--- config.mk ---
export PLATFORM = sky130hd
export DESIGN_NAME = tlv_stream_deframer
export DESIGN_NICKNAME = d
export VERILOG_FILES = /design/src/tlvd_pkg.sv /design/src/tlvd_in_reg.sv /design/src/tlvd_parse.sv /design/src/tlvd_out_reg.sv /design/src/tlv_stream_deframer.sv
export SDC_FILE = /design/constraint.sdc
export NUM_CORES = 1
export LEC_CHECK = 0
export BUFFER_PORTS_ARGS = -buffer_cell sky130_fd_sc_hd__buf_2
export CORE_UTILIZATION = 35
export DETAILED_ROUTE_END_ITERATION = 16
export PLACE_DENSITY = 0.52
export SYNTH_ARGS = -nofsm -noshare
export SYNTH_HDL_FRONTEND = slang
export SYNTH_SLANG_ARGS = --single-unit
export TNS_END_PERCENT = 50
--- constraint.sdc ---
create_clock -name clk -period 4.77 [get_ports clk]
set_clock_uncertainty 0.05 [all_clocks]
set_input_delay 0 -clock clk [delete_from_list [all_inputs] [get_ports clk]]
set_output_delay 0 -clock clk [all_outputs]
set_load 0.02 [all_outputs]
--- src/tlvd_pkg.sv ---
// Shared types and constants of the TLV stream deframer.
package tlvd_pkg;

	// Width of the length field on the wire, in bytes (1 or 2).
	localparam int LEN_BYTES = 2;
	localparam logic [1:0] LEN_BYTES_C = 2'(LEN_BYTES);

	// Register value that selects a one-byte type field; anything else means two.
	localparam logic [1:0] TB_ONE_BYTE = 2'd1;
	localparam logic [1:0] TB_RESET = 2'd2;

	// Result status codes.
	localparam logic [1:0] ST_OK = 2'd0;
	localparam logic [1:0] ST_VALUE_CUT = 2'd1;
	localparam logic [1:0] ST_HEADER_CUT = 2'd2;

	typedef enum logic [2:0] {
		PH_TYPE = 3'b001,
		PH_LEN = 3'b010,
		PH_VALUE = 3'b100
	} phase_t;

	typedef struct packed {
		logic [15:0] rec_type;
		logic [15:0] rec_length;
		logic [7:0] value_byte;
		logic has_byte;
		logic rec_last;
		logic [1:0] status;
		logic buffer_done;
	} res_t;

endpackage

--- src/tlvd_in_reg.sv ---
// Input register stage of the TLV stream deframer.
module tlvd_in_reg import tlvd_pkg::*; (
	input logic clk,
	input logic arst_n,
	input logic in_valid,
	output logic in_stall,
	input logic [7:0] data_byte,
	input logic buffer_end,
	input logic advance,
	output logic valid_s1,
	output logic [7:0] byte_s1,
	output logic end_s1
);

	logic accept;

	// The stage can take a beat when it is empty or is being consumed now.
	assign in_stall = valid_s1 & ~advance;
	assign accept = in_valid & ~in_stall;

	always_ff @(posedge clk or negedge arst_n) begin
		if (!arst_n) begin
			valid_s1 <= 1'b0;
		end else if (accept) begin
			valid_s1 <= 1'b1;
		end else if (advance) begin
			valid_s1 <= 1'b0;
		end
	end

	always_ff @(posedge clk) begin
		if (accept) begin
			byte_s1 <= data_byte;
			end_s1 <= buffer_end;
		end
	end

endmodule

--- src/tlvd_parse.sv ---
// Record parser of the TLV stream deframer: header gathering, value counting, result forming.
module tlvd_parse import tlvd_pkg::*; (
	input logic clk,
	input logic arst_n,
	input logic cfg_we,
	input logic [1:0] cfg_wdata,
	input logic fire,
	input logic [7:0] byte_s1,
	input logic end_s1,
	output logic produce,
	output res_t res
);

	logic [1:0] type_bytes_q;
	phase_t phase_q, phase_d;
	logic [1:0] count_q, count_d;
	logic [15:0] type_q, type_d;
	logic [15:0] len_q, len_d;
	logic [15:0] left_q, left_d;

	logic [1:0] type_width;
	logic [1:0] count_inc;
	logic [15:0] type_shift;
	logic [15:0] len_shift;
	logic [15:0] left_dec;
	logic val_last;

	assign type_width = (type_bytes_q == TB_ONE_BYTE) ? 2'd1 : 2'd2;
	assign count_inc = count_q + 2'd1;
	assign type_shift = {type_q[7:0], byte_s1};
	assign len_shift = {len_q[7:0], byte_s1};
	assign left_dec = left_q - 16'd1;
	assign val_last = (left_dec == 16'd0) | end_s1;

	always_comb begin
		phase_d = phase_q;
		count_d = count_q;
		type_d = type_q;
		len_d = len_q;
		left_d = left_q;
		produce = 1'b0;
		res = '0;
		case (phase_q)
			PH_TYPE: begin
				if (end_s1) begin
					count_d = 2'd0;
					type_d = '0;
					len_d = '0;
					left_d = '0;
					produce = 1'b1;
					res.rec_last = 1'b1;
					res.status = ST_HEADER_CUT;
					res.buffer_done = 1'b1;
				end else if (count_inc >= type_width) begin
					phase_d = PH_LEN;
					count_d = 2'd0;
					type_d = type_shift;
				end else begin
					count_d = count_inc;
					type_d = type_shift;
				end
			end
			PH_LEN: begin
				if (count_inc >= LEN_BYTES_C) begin
					if (len_shift == 16'd0 || end_s1) begin
						// Empty record, or a full header that ends the buffer.
						phase_d = PH_TYPE;
						count_d = 2'd0;
						type_d = '0;
						len_d = '0;
						left_d = '0;
						produce = 1'b1;
						res.rec_type = type_q;
						res.rec_length = len_shift;
						res.rec_last = 1'b1;
						res.status = (len_shift == 16'd0) ? ST_OK : ST_VALUE_CUT;
						res.buffer_done = end_s1;
					end else begin
						phase_d = PH_VALUE;
						count_d = 2'd0;
						len_d = len_shift;
						left_d = len_shift;
					end
				end else if (end_s1) begin
					phase_d = PH_TYPE;
					count_d = 2'd0;
					type_d = '0;
					len_d = '0;
					left_d = '0;
					produce = 1'b1;
					res.rec_last = 1'b1;
					res.status = ST_HEADER_CUT;
					res.buffer_done = 1'b1;
				end else begin
					count_d = count_inc;
					len_d = len_shift;
				end
			end
			PH_VALUE: begin
				produce = 1'b1;
				res.rec_type = type_q;
				res.rec_length = len_q;
				res.value_byte = byte_s1;
				res.has_byte = 1'b1;
				res.rec_last = val_last;
				res.status = (end_s1 && left_dec != 16'd0) ? ST_VALUE_CUT : ST_OK;
				res.buffer_done = end_s1;
				if (val_last) begin
					phase_d = PH_TYPE;
					count_d = 2'd0;
					type_d = '0;
					len_d = '0;
					left_d = '0;
				end else begin
					left_d = left_dec;
				end
			end
			default: begin
				phase_d = PH_TYPE;
				count_d = 2'd0;
				type_d = '0;
				len_d = '0;
				left_d = '0;
			end
		endcase
	end

	always_ff @(posedge clk or negedge arst_n) begin
		if (!arst_n) begin
			type_bytes_q <= TB_RESET;
		end else if (cfg_we) begin
			type_bytes_q <= cfg_wdata;
		end
	end

	always_ff @(posedge clk or negedge arst_n) begin
		if (!arst_n) begin
			phase_q <= PH_TYPE;
			count_q <= 2'd0;
			type_q <= '0;
			len_q <= '0;
			left_q <= '0;
		end else if (fire) begin
			phase_q <= phase_d;
			count_q <= count_d;
			type_q <= type_d;
			len_q <= len_d;
			left_q <= left_d;
		end
	end

endmodule

--- src/tlvd_out_reg.sv ---
// Result register of the TLV stream deframer.
module tlvd_out_reg import tlvd_pkg::*; (
	input logic clk,
	input logic arst_n,
	input logic load,
	input logic produce,
	input res_t res,
	output logic room,
	output logic out_valid,
	input logic out_stall,
	output res_t res_q
);

	logic out_valid_q;

	// The register frees up in the same cycle that its beat is taken.
	assign room = ~out_valid_q | ~out_stall;
	assign out_valid = out_valid_q;

	always_ff @(posedge clk or negedge arst_n) begin
		if (!arst_n) begin
			out_valid_q <= 1'b0;
		end else if (room) begin
			out_valid_q <= load & produce;
		end
	end

	always_ff @(posedge clk) begin
		if (load) begin
			res_q <= res;
		end
	end

endmodule

--- src/tlv_stream_deframer.sv ---
// Top level of the TLV stream deframer.
//
// The block splits a byte stream of type-length-value records. The input
// channel (in_valid, in_stall, data_byte, buffer_end) moves one buffer byte
// per beat; buffer_end marks the last byte of a buffer. Each record is a
// big-endian type of one or two bytes (set by cfg_wdata when cfg_we is high,
// reset value two), a big-endian length of LEN_BYTES bytes and the value.
// The output channel (out_valid, out_stall and the result fields) gives one
// beat per value byte, one beat with has_byte low for an empty record, and
// one status beat when a buffer ends inside a header or cuts a value short.
// Header bytes produce no beat otherwise.
//
// An accepted byte is held in the input stage, parsed there, and its result
// is loaded into the result register, which offers it as an output beat.
// The block takes one byte per clock; the single input stage and the result
// register keep that rate while the receiver takes beats. When out_stall is
// high with a result waiting, the input stage fills and in_stall rises on the
// next byte; no result is dropped and the held result does not change.
// Asynchronous reset empties both registers, sets the type width to two
// bytes and starts parsing at a record's type field.
module tlv_stream_deframer import tlvd_pkg::*; (
	input logic clk,
	input logic arst_n,
	input logic cfg_we,
	input logic [1:0] cfg_wdata,
	input logic in_valid,
	output logic in_stall,
	input logic [7:0] data_byte,
	input logic buffer_end,
	output logic out_valid,
	input logic out_stall,
	output logic [15:0] rec_type,
	output logic [15:0] rec_length,
	output logic [7:0] value_byte,
	output logic has_byte,
	output logic rec_last,
	output logic [1:0] status,
	output logic buffer_done
);

	logic valid_s1;
	logic [7:0] byte_s1;
	logic end_s1;
	logic room;
	logic advance;
	logic produce;
	res_t res;
	res_t res_q;

	// A staged byte is parsed whenever the result register can take its outcome.
	assign advance = valid_s1 & room;

	tlvd_in_reg u_in_reg (
		.clk(clk),
		.arst_n(arst_n),
		.in_valid(in_valid),
		.in_stall(in_stall),
		.data_byte(data_byte),
		.buffer_end(buffer_end),
		.advance(advance),
		.valid_s1(valid_s1),
		.byte_s1(byte_s1),
		.end_s1(end_s1)
	);

	tlvd_parse u_parse (
		.clk(clk),
		.arst_n(arst_n),
		.cfg_we(cfg_we),
		.cfg_wdata(cfg_wdata),
		.fire(advance),
		.byte_s1(byte_s1),
		.end_s1(end_s1),
		.produce(produce),
		.res(res)
	);

	tlvd_out_reg u_out_reg (
		.clk(clk),
		.arst_n(arst_n),
		.load(advance),
		.produce(produce),
		.res(res),
		.room(room),
		.out_valid(out_valid),
		.out_stall(out_stall),
		.res_q(res_q)
	);

	assign rec_type = res_q.rec_type;
	assign rec_length = res_q.rec_length;
	assign value_byte = res_q.value_byte;
	assign has_byte = res_q.has_byte;
	assign rec_last = res_q.rec_last;
	assign status = res_q.status;
	assign buffer_done = res_q.buffer_done;

endmodule

# Yosys cells after proc, flatten, opt, wreduce, memory -nomap -nowiden

Index checks and enable logic that the tools add are counted.

Reductions and logical operators: 10
Order comparisons: 2
Mux-type cells: 44
Add/sub/neg operators: 2
Equality and inequality tests: 10
Bitwise logic cells: 10

Operators with widths:

| operator                                               | number |
|---|---|
| two-way mux 16 bit                                     | 11 |
| case mux 16 bit (3 select lines)                       | 3 |
| two-way mux 32 bit                                     | 2 |
| case mux 32 bit (2 select lines)                       | 1 |
| logical NOT 16 bit                                     | 2 |
| two-way mux 3 bit                                      | 6 |
| nonzero test 16 bit                                    | 1 |
| subtractor 16 x 1 -> 16 bit (second input constant)    | 1 |
| two-way mux 2 bit                                      | 6 |
| two-way mux 4 bit                                      | 3 |
| case mux 4 bit (3 select lines)                        | 1 |
| case mux 3 bit (3 select lines)                        | 1 |
| two-way mux 1 bit                                      | 8 |
| case mux 2 bit (3 select lines)                        | 1 |
| AND reduction 5 bit                                    | 1 |
| bitwise AND 1 bit                                      | 4 |
| inequality test 2 x 1 -> 1 bit (second input constant) | 2 |
| inequality test 2 bit (second input constant)          | 2 |
| inverter 1 bit                                         | 4 |
| AND reduction 4 bit                                    | 1 |
| == test 3 x 1 -> 1 bit (second input constant)         | 1 |
| == test 3 x 2 -> 1 bit (second input constant)         | 1 |
| == test 3 bit (second input constant)                  | 1 |
| inequality test 3 x 2 -> 1 bit (second input constant) | 1 |
| 12 further kinds                                       | 13 |

Word-level logic and storage cells: 95
Register bits: 111
Output and inout bits: 47
Input bits: 16

# Depth between registers and ports, before layout

Gate-level depths: netlist of the first run.

Word-level depth: 8
Mapped depth: 10
Depth with buffers taken out: 9

# Hierarchy

Synthesis of the first run repeated with hierarchy kept, for this count alone.

Cells, all modules: 444
Area total of the unflattened synthesis: 5,171.2 µm²

By module, submodules not included:

| module              | instances | cells each | area an instance (µm²) |
|---|---|---|---|
| tlvd_parse          | 1         | 381        | 3,448.3 |
| tlvd_out_reg        | 1         | 48         | 1,388.8 |
| tlvd_in_reg         | 1         | 14         | 327.8 |
| tlv_stream_deframer | 1         | 1          | 6.3 |

# Worst setup path after synthesis of the first run

Ideal clock, no wire load.

Kind: register to register
From: reg u_out_reg.out_valid_q, in the netlist u_out_reg.out_valid
To: reg u_parse.phase_q[0]
Data required time: 4.657 ns
Library setup time: 0.063 ns
Stages on the path, launching flop included: 8
Path slack: 1.630 ns
Arrival: 3.028 ns
Clock period less this slack: 3.140 ns
Buffers on the path: 1
Cells stage by stage: dfrtp_1 > nand2_1 > nand2_1 > inv_1 > clkbuf_1 > o211ai_1 > nor2_1 > a32o_1

Word-level cells in the longest chain between the ends: 4

RTL lines:

| what                                 | line                      | RTL |
|---|---|---|
| start, declared                      | tlvd_out_reg.sv:14        | `logic out_valid_q;` |
| start signal, assigned               | tlvd_out_reg.sv:24        | `out_valid_q <= load & produce;` |
| inverter 1 bit                       | tlvd_out_reg.sv:17        | `assign room = ~out_valid_q \| ~out_stall;` |
| bitwise OR 1 bit                     | tlvd_out_reg.sv:17        |  |
| bitwise AND 1 bit                    | tlv_stream_deframer.sv:51 | `assign advance = valid_s1 & room;` |
| net advance                          | tlv_stream_deframer.sv:45 | `logic advance;` |
| AND reduction 5 bit (no source line) | n/a                       |  |
| end signal, assigned                 | tlvd_parse.sv:144         | `phase_q <= phase_d;` |
| end, declared                        | tlvd_parse.sv:15          | `phase_t phase_q, phase_d;` |

The timed path passes the listed nets, and every way through them passes these cells.
A chain may end at the register's enable or synchronous reset.

# Worst setup path in the final report of the first run

From: reg u_parse.left_q[0]
To: reg u_parse.type_q[11]

Word-level cells in the longest chain between the ends: 5

RTL lines:

| what                                            | line              | RTL |
|---|---|---|
| start, declared                                 | tlvd_parse.sv:19  | `logic [15:0] left_q, left_d;` |
| start signal, assigned                          | tlvd_parse.sv:148 | `left_q <= left_d;` |
| subtractor 16 x 1 -> 16 bit                     | tlvd_parse.sv:32  | `assign left_dec = left_q - 16'd1;` |
| logical NOT 16 bit                              | tlvd_parse.sv:33  | `assign val_last = (left_dec == 16'd0) \| end_s1;` |
| bitwise OR 1 bit                                | tlvd_parse.sv:33  |  |
| inequality test 2 x 1 -> 1 bit (no source line) | n/a               |  |
| AND reduction 4 bit (no source line)            | n/a               |  |
| end signal, assigned                            | tlvd_parse.sv:146 | `type_q <= type_d;` |
| end, declared                                   | tlvd_parse.sv:17  | `logic [15:0] type_q, type_d;` |

No other way between the ends.

==> results.md, run 1 <==
* CP startpoint: u_parse.left_q[0]$_DFFE_PN0P_
* TritonCTS buffer count at 9
* DP Cell Count at roughly 640
* Synth warn at 0
* Clk sink count at approximately 110
* Syn_nets at roughly 420
* Worst Path Max Fanout at 16
* Pwr Density at 453 nW/um^2
* First-pass GRT wire length at 19.5 mm
* WL per Instance at 18.3 um
* Antenna Cells at 0
* Final hold vios at 0
* Worst Reg-to-Reg Cells at 9
* Die area at ~15,000 um^2
* Netlist cell types at between 60 and 70
* Final WS setup at roughly 1600 ps
* Final Cycle Share at around two thirds
* Area growth, synth to finish at 19.4%
* IO Port Bufs at 62
* Die H at around 120 um
* RR Startpoint: u_parse.left_q[0]$_DFFE_PN0P_
* Slew Limit Fails at 0
* Slew Limit Headroom at 25.8%
* Row Count at 43
* CP Data Required Time at just under 5000 ps
* PnR Total Power at between 2 and 3 mW
* CTS Buffer Depth at 2
* Gr ovfl total at 0
* Critical Path Sink Type: register
* DR iter-0 viols at roughly 270
* Post-synth EDFFs at 54
* Reg2Reg Setup Slack at 1630 ps
* GP Congestion at between 0.8 and 0.9
* Final min period at roughly 3100 ps
* Number of global-route vias before repair at around 3,500
* Worst R2R End: u_parse.type_q[11]$_DFFE_PN0P_
* NumNets Final at 504
* Worst setup SP type: register
* Status: finished clean
* Post CTS Setup Buffer Count at 0
* Routed Antenna Nets at 0
* DRC viols at 0
* Prevailing post-synth register cell: dfrtp_1
* Clk_lat worst skew at about 360 ps
* Largest net degree at the start of global routing at 58
* Final setup viols at 0
* Seq cells post-synth at approximately 110
* Vias per std cell at 5.45
* Sequential fraction of the synthesis area at 60.7%
* DRT Wirelength at ~12 mm
* Cells after synthesis at roughly 400
* Post-Syn Area per Cell at ~12 um^2
* Lkg Pwr at roughly 2.6 nW
* Router iterations before antenna repair at 5
* Post-place setup slack at about 1600 ps
* Routed vias at 3,648
* Max H-tree Level at 3
* Share of flip-flops with an asynchronous set or reset at approximately half
* CP arrival at approximately 3300 ps
* RSZ-0062 raised after global routing: false
* CTS tree: yes
* Die X at roughly 120 um
* Worst-path clk slew at around 70 ps
* Antenna violations before repair at 0
* Share of layout cells above drive strength 1 at 21.3%
* Max Fclk at about 0.32 GHz
* Cell Area, Synth at 5020 um^2
* Top Ports at 63
* Core area at 13,900 um^2
* DP HPWL at approximately 8 mm
* Slew @ Worst Pin at 1110 ps
* Clock root cell: clkbuf_16
* Setup TNS at 0 ps
* Worst setup endpoint: u_parse.type_q[11]$_DFFE_PN0P_
* Max_cap viols at 0
* Tot GR Track Use at 17.8%
* Max VDD drop at about 0.25 mV
* Worst hold path type: primary input to async pin
* Starting Density at roughly 36%
* CP Class: register to register
* Finished Layout Cells at around 670
placed cells by master, fill, tap and decap left out, types with 7 or more instances in the layout:
| cell | instances |
|---|---|
| and2_1 | 20 |
| o21ai_0 | 13 |
| o21ai_1 | 8 |
| nor2_1 | 19 |
| nand2_1 | 21 |
| a22oi_1 | 12 |
| buf_2 | 62 |
| inv_1 | 8 |
| a22o_1 | 48 |
| dlygate4sd3_1 | 17 |
| dfrtp_1 | 55 |
| nand3_1 | 7 |
| and3_1 | 9 |
| edfxtp_1 | 54 |
| buf_4 | 8 |
| a21oi_1 | 19 |
| nor3_1 | 9 |
| clkbuf_16 | 9 |
flip-flops by register name, summed over array words and instances (netlist names), 2 cells and up:
| name | cells |
|---|---|
| u_parse.count_q | 2 |
| u_parse.type_q | 16 |
| u_parse.phase_q | 3 |
| u_out_reg.res_q | 45 |
| u_in_reg.byte_s1 | 8 |
| u_parse.left_q | 16 |
| u_parse.type_bytes_q | 2 |
| u_parse.len_q | 16 |
stage by stage:
stage / area [um^2] / util [%] / hold slack, ps
2_1_floorplan: 5020 / - / -346
3_3_place_gp: 5540 / 39.8 / 127
3_5_place_dp: 5540 / 39.8 / 128
4_1_cts: 6000 / 43.0 / 286
5_1_grt: 6000 / 43.0 / 298
6_report: 6000 / 43.0 / 249
layout make-up:
cell class / count / area (um^2)
fill: 1270 / 7940
sequential: 111 / 3050
multi-input combinational: 266 / 1860
timing repair buffer: 87 / 541
clock buffer: 10 / 239
tap: 180 / 225
clock inverter: 6 / 50.0
inverter: 9 / 33.8
how the worst min path moves through the flow:
stage / start / to / slack [ps]
6_report: arst_n / u_parse.left_q[3]$_DFFE_PN0P_ / 250
5_1_grt: data_byte[6] / u_in_reg.byte_s1[6]$_DFFE_PP_ / 300
3_5_place_dp: data_byte[3] / u_in_reg.byte_s1[3]$_DFFE_PP_ / 130
4_1_cts: buffer_end / u_in_reg.end_s1$_DFFE_PP_ / 290
2_1_floorplan: arst_n / u_in_reg.valid_s1$_DFFE_PN0P_ / -350
3_3_place_gp: data_byte[3] / u_in_reg.byte_s1[3]$_DFFE_PP_ / 130
repair_timing:
| action | 4_1_cts | 5_1_grt |
|---|---|---|
| hold endpoints to repair | 68 | 0 |
| hold buffers | 17 | 0 |
| gates resized for setup | 0 | 0 |
power by group:
group	internal, mW	switching (mW)
clock	0.377	0.363
sequential	1.16	0.105
combinational	0.247	0.467
total	1.78	0.935
routing by layer:
metal  track usage, %  vias to the layer above  routed length [um]
li1                 -                     1713                   -
met3             4.03                       18                 664
met2             27.8                      115                5750
met5                0                        -                   0
met4             6.56                        0                 258
met1             24.0                     1802                5540
Yosys cell counts, types with 3 or more instances:
cell | count | area share [%]
dfrtp_1 | 55 | 27
edfxtp_1 | 54 | 32
a22o_1 | 48 | 8.4
nand2_1 | 21 | 1.6
and2_1 | 20 | 2.5
a21oi_1 | 19 | 1.9
nor2_1 | 19 | 1.4
clkbuf_1 | 16 | 1.2
o21ai_0 | 13 | 1.3
a22oi_1 | 12 | 1.8
and3_1 | 9 | 1.1
inv_1 | 9 | 0.67
nor3_1 | 9 | 0.90
o21ai_1 | 8 | 0.80
nand3_1 | 7 | 0.70
nand2b_1 | 6 | 0.75
nor4_1 | 5 | 0.62
ha_1 | 4 | 1.0
nand4_1 | 4 | 0.50
xnor2_1 | 4 | 0.70
a31oi_1 | 3 | 0.37
nor2b_1 | 3 | 0.37
nor3b_1 | 3 | 0.45
o211ai_1 | 3 | 0.45
critical path: stages (launching register included):
cell      delay (ps)
dfrtp_1          430
inv_1             70
ha_1             280
or4b_1           510
nor4_2           330
xor2_1           120
a211o_1          330
nor4_4           380
o211ai_4         260
a22o_1           270
logic make-up (layout without fill, tap and decap cells):
| group | count (synthesis) | in the layout | synth area share (%) |
|---|---|---|---|
| AND/OR/NAND/NOR | 122 | 122 | 14.4 |
| AO/OA/AOI/OAI | 129 | 129 | 19.3 |
| buffers and inverters | 27 | 112 | 2.24 |
| adder cells (fa/ha/maj) | 4 | 4 | 0.997 |
| flip-flops | 111 | 111 | 60.7 |
| XOR/XNOR | 8 | 8 | 1.69 |
| multiplexers | 3 | 3 | 0.648 |
Note: power is estimated with default switching activity, not from simulation.
==> run 2, diff against run 1 <==
--- a/config.mk
+++ b/config.mk
@@ -5,10 +5,11 @@
 export SDC_FILE = /design/constraint.sdc
 export NUM_CORES = 1
 export LEC_CHECK = 0
+export ABC_AREA = 1
 export BUFFER_PORTS_ARGS = -buffer_cell sky130_fd_sc_hd__buf_2
 export CORE_UTILIZATION = 35
 export DETAILED_ROUTE_END_ITERATION = 16
-export PLACE_DENSITY = 0.52
+export PLACE_DENSITY = 0.51
 export SYNTH_ARGS = -nofsm -noshare
 export SYNTH_HDL_FRONTEND = slang
 export SYNTH_SLANG_ARGS = --single-unit
==> constraint.sdc (replaced) <==
create_clock -name clk -period 3.1 [get_ports clk]
set_clock_uncertainty 0.05 [all_clocks]
set_input_delay 0 -clock clk [delete_from_list [all_inputs] [get_ports clk]]
set_output_delay 0 -clock clk [all_outputs]
set_load 0.02 [all_outputs]
==> results.md, run 2 <==
* Slew @ Worst Pin at 1020 ps (was 1110 ps)
* Area growth, synth to finish at 18.0% (was 19.4%)
* DRT Wirelength at 13.6 mm (was 12.2 mm)
* Cell Area, Synth at 5610 um^2 (was 5020 um^2)
* CP Data Required Time at 3360 ps (was 4970 ps)
* Die area at 16,500 um^2 (was 14,800 um^2)
* Lkg Pwr at 3.15 nW (was 2.56 nW)
* Antenna Cells at 0 (unchanged)
* Pwr Density at 702 nW/um^2 (was 453 nW/um^2)
* IO Port Bufs at 62 (unchanged)
* Die X at 129 um (was 122 um)
* Max H-tree Level at 3 (unchanged)
* Final hold vios at 0 (unchanged)
* Layer with the highest usage: met2 (unchanged)
* WP buf/inv at 3 (was 1)
* Design Area, Final at 6630 um^2 (was 6000 um^2)
* CP Class: register to register (unchanged)
* Seq cells post-synth at 111 (unchanged)
* Met2 Usage GRT at 28.7% (was 27.8%)
* Netlist cell types at 38 (was 62)
* Core area at 15,400 um^2 (was 13,900 um^2)
* Final min period at 2460 ps (was 3140 ps)
* Row Count at 45 (was 43)
* TritonCTS buffer count at 9 (unchanged)
* Worst path slowest cell: dfstp_2 (was or4b_1)
* First-pass GRT wire length at 22.6 mm (was 19.5 mm)
* Worst R2R End: u_parse.left_q[8]$_DFFE_PN0P_ (was u_parse.type_q[11]$_DFFE_PN0P_)
* Starting Density at 36.4% (was 36.0%)
* RR Startpoint: u_parse.phase_q[0]$_DFFE_PN1P_ (was u_parse.left_q[0]$_DFFE_PN0P_)
* Met1 global-route usage at 24.0% (about the same)
* Gr ovfl total at 0 (unchanged)
* RSZ-0062 raised after global routing: false (unchanged)
* WL per Instance at 14.5 um (was 18.3 um)
* Most frequent cells in the layout: nand2_1, nor2_1, inv_1 (was buf_2, dfrtp_1, edfxtp_1)
* Max_cap viols at 0 (unchanged)
* CTS Buffer Depth at 2 (unchanged)
* NumNets Final at 747 (was 504)
* DR iter-0 viols at 394 (was 268)
* Worst hold path type: primary input to async pin (unchanged)
* GRT met3 Usage at 3.66% (was 4.03%)
* Clk_lat worst skew at 370 ps (was 360 ps)
* Router iterations before antenna repair at 5 (unchanged)
* DRC viols at 0 (unchanged)
* Worst setup SP type: register (unchanged)
* GP Congestion at 0.877 (was 0.874)
* CP top delay family: simple AND/OR/NAND/NOR gates (unchanged)
* Cells after synthesis at 651 (was 404)
* Final Cycle Share at 79.5% (was 65.9%)
* Crit path cell chain: inv_1, nor3_1, inv_1, nor2_1, nor2_1, inv_1, a22oi_1, nand2_1, nand2_1, nand2_1 (was inv_1, ha_1, or4b_1, nor4_2, xor2_1, a211o_1, nor4_4, o211ai_4, a22o_1)
* Largest Register: u_out_reg.res_q (unchanged)
* Setup TNS at 0 ps (unchanged)
* Worst-path clk slew at 80 ps (was 70 ps)
* Worst Path Max Fanout at 15 (was 16)
* Number of flip-flops in the largest register at 45 (unchanged)
* Synth warn at 0 (unchanged)
* Most frequent cell after synthesis: nand2_1 (was dfrtp_1)
* DP HPWL at 9.26 mm (was 8.03 mm)
* Tot GR Track Use at 17.8% (about the same)
* Synth area leaders: edfxtp_1, dfrtp_1, nand2_1, nor2_1, nand4_1 (was edfxtp_1, dfrtp_1, a22o_1, and2_1, a21oi_1)
* Commonest non-fill, non-tap cell in the layout: nand2_1 (was buf_2)
* Reg2Reg Setup Slack at 640 ps (was 1630 ps)
* Share of layout cells above drive strength 1 at 16.3% (was 21.3%)
* Largest net degree at the start of global routing at 67 (was 58)
* Number of global-route vias before repair at 4,385 (was 3,511)
* Synth area leader: edfxtp_1 (unchanged)
* Post CTS Setup Buffer Count at 0 (unchanged)
* Routed vias at 4,629 (was 3,648)
* Routed Antenna Nets at 0 (unchanged)
* Vias per std cell at 4.91 (was 5.45)
* Post_cts resized at 0 (unchanged)
* Max VDD drop at 0.324 mV (was 0.252 mV)
* Multi-input combinational cell area at 2130 um^2 (was 1860 um^2)
* Post-Syn Area per Cell at 8.62 um^2 (was 12.4 um^2)
* CP arrival at 2720 ps (was 3340 ps)
* Die H at 129 um (was 122 um)
* Share of flip-flops with an asynchronous set or reset at 51.4% (unchanged)
* Clock root cell: clkbuf_16 (unchanged)
* Prevailing post-synth register cell: dfrtp_1 (unchanged)
* Post-synth EDFFs at 54 (unchanged)
* Status: finished clean (unchanged)
* CTS tree: yes (unchanged)
* Antenna violations before repair at 0 (unchanged)
* Max Fclk at 0.406 GHz (was 0.318 GHz)
* Slowest stage delay, CP at 550 ps (was 510 ps)
* Slew Limit Fails at 0 (unchanged)
* Syn_nets at 671 (was 424)
* Sequential fraction of the synthesis area at 54.3% (was 60.7%)
* Slew Limit Headroom at 32.1% (was 25.8%)
* Top Ports at 63 (unchanged)
* Final setup viols at 0 (unchanged)
* Synth top area share at 28.9% (was 32.3%)
* Filler Cell Count at 1,566 (was 1,270)
* Post-synth top cells: nand2_1, nor2_1, inv_1 (was dfrtp_1, edfxtp_1, a22o_1)
* Dpl cell area at 6150 um^2 (was 5540 um^2)
* Critical Path Sink Type: register (unchanged)
* WP depth at 10 (was 9)
* Clk sink count at 111 (unchanged)
* Worst Reg-to-Reg Cells at 10 (was 9)
* Sequential Area at 3050 um^2 (unchanged)
run 2: per-layer routing:
layer | up-vias | part of all wire (%) | routed length [um]
li1 | 2306 | - | -
met1 | 2205 | 47 | 6440
met2 | 107 | 47 | 6450
met3 | 11 | 4.5 | 613
met4 | 0 | 1.1 | 147
met5 | - | 0 | 0
run 2: worst max-delay path by stage:
stage | to | from | slack [ps]
final | u_parse.left_q[8]$_DFFE_PN0P_ | u_parse.phase_q[0]$_DFFE_PN1P_ | 640
after global routing | u_parse.len_q[7]$_DFFE_PN0P_ | u_parse.left_q[0]$_DFFE_PN0P_ | 330
after CTS | u_parse.len_q[10]$_DFFE_PN0P_ | u_parse.left_q[0]$_DFFE_PN0P_ | 620
after detailed placement | u_parse.len_q[10]$_DFFE_PN0P_ | u_parse.left_q[0]$_DFFE_PN0P_ | 630
after global placement | u_parse.left_q[8]$_DFFE_PN0P_ | u_parse.phase_q[0]$_DFFE_PN1P_ | 680
after floorplan | u_out_reg.res_q[0]$_DFFE_PP_ | u_out_reg.out_valid$_DFFE_PN0P_ | 90
run 2: kinds of logic after synthesis:
family | after synthesis | share of synthesized area, %
flip-flops | 111 | 54.3
adder cells (fa/ha/maj) | 4 | 0.892
buffers and inverters | 101 | 7.80
AO/OA/AOI/OAI | 49 | 5.37
multiplexers | 1 | 0.201
XOR/XNOR | 3 | 0.468
AND/OR/NAND/NOR | 382 | 30.9
run 2: final cells by class:
cell class              instances  area share (%)
flip-flops and latches        111            46.0
well taps                     211            3.98
clock buffers                  10            3.46
inverters                      71            4.04
multi-input cells             439            32.1
repair buffers                 95            9.29
clock inverters                 6            1.04
run 2: power by group:
part | total, mW | internal [mW] | leakage (nW) | switching (mW)
combinational | 1.51 | 0.433 | 1.68 | 1.08
sequential | 1.95 | 1.82 | 1.33 | 0.128
clock | 1.19 | 0.632 | 0.143 | 0.560
total | 4.65 | 2.88 | 3.15 | 1.77
run 2: metrics by stage:
stage | util [%] | worst slack (ps) | total power [mW] | hold WS (ps) | std cells
2_1_floorplan | - | 90.0 | 3.04 | -346 | 651
5_1_grt | 42.9 | 330 | 4.94 | 300 | 943
6_report | 42.9 | 637 | 4.65 | 289 | 943
3_3_place_gp | 39.8 | 676 | 3.47 | 127 | 909
4_1_cts | 42.9 | 617 | 4.70 | 282 | 943
3_5_place_dp | 39.8 | 630 | 3.47 | 128 | 909
run 2: repair_timing:
action                                 4_1_cts  5_1_grt
hold buffers                                18        0
endpoints found under the hold margin       52        0
setup endpoints to repair                    0        0
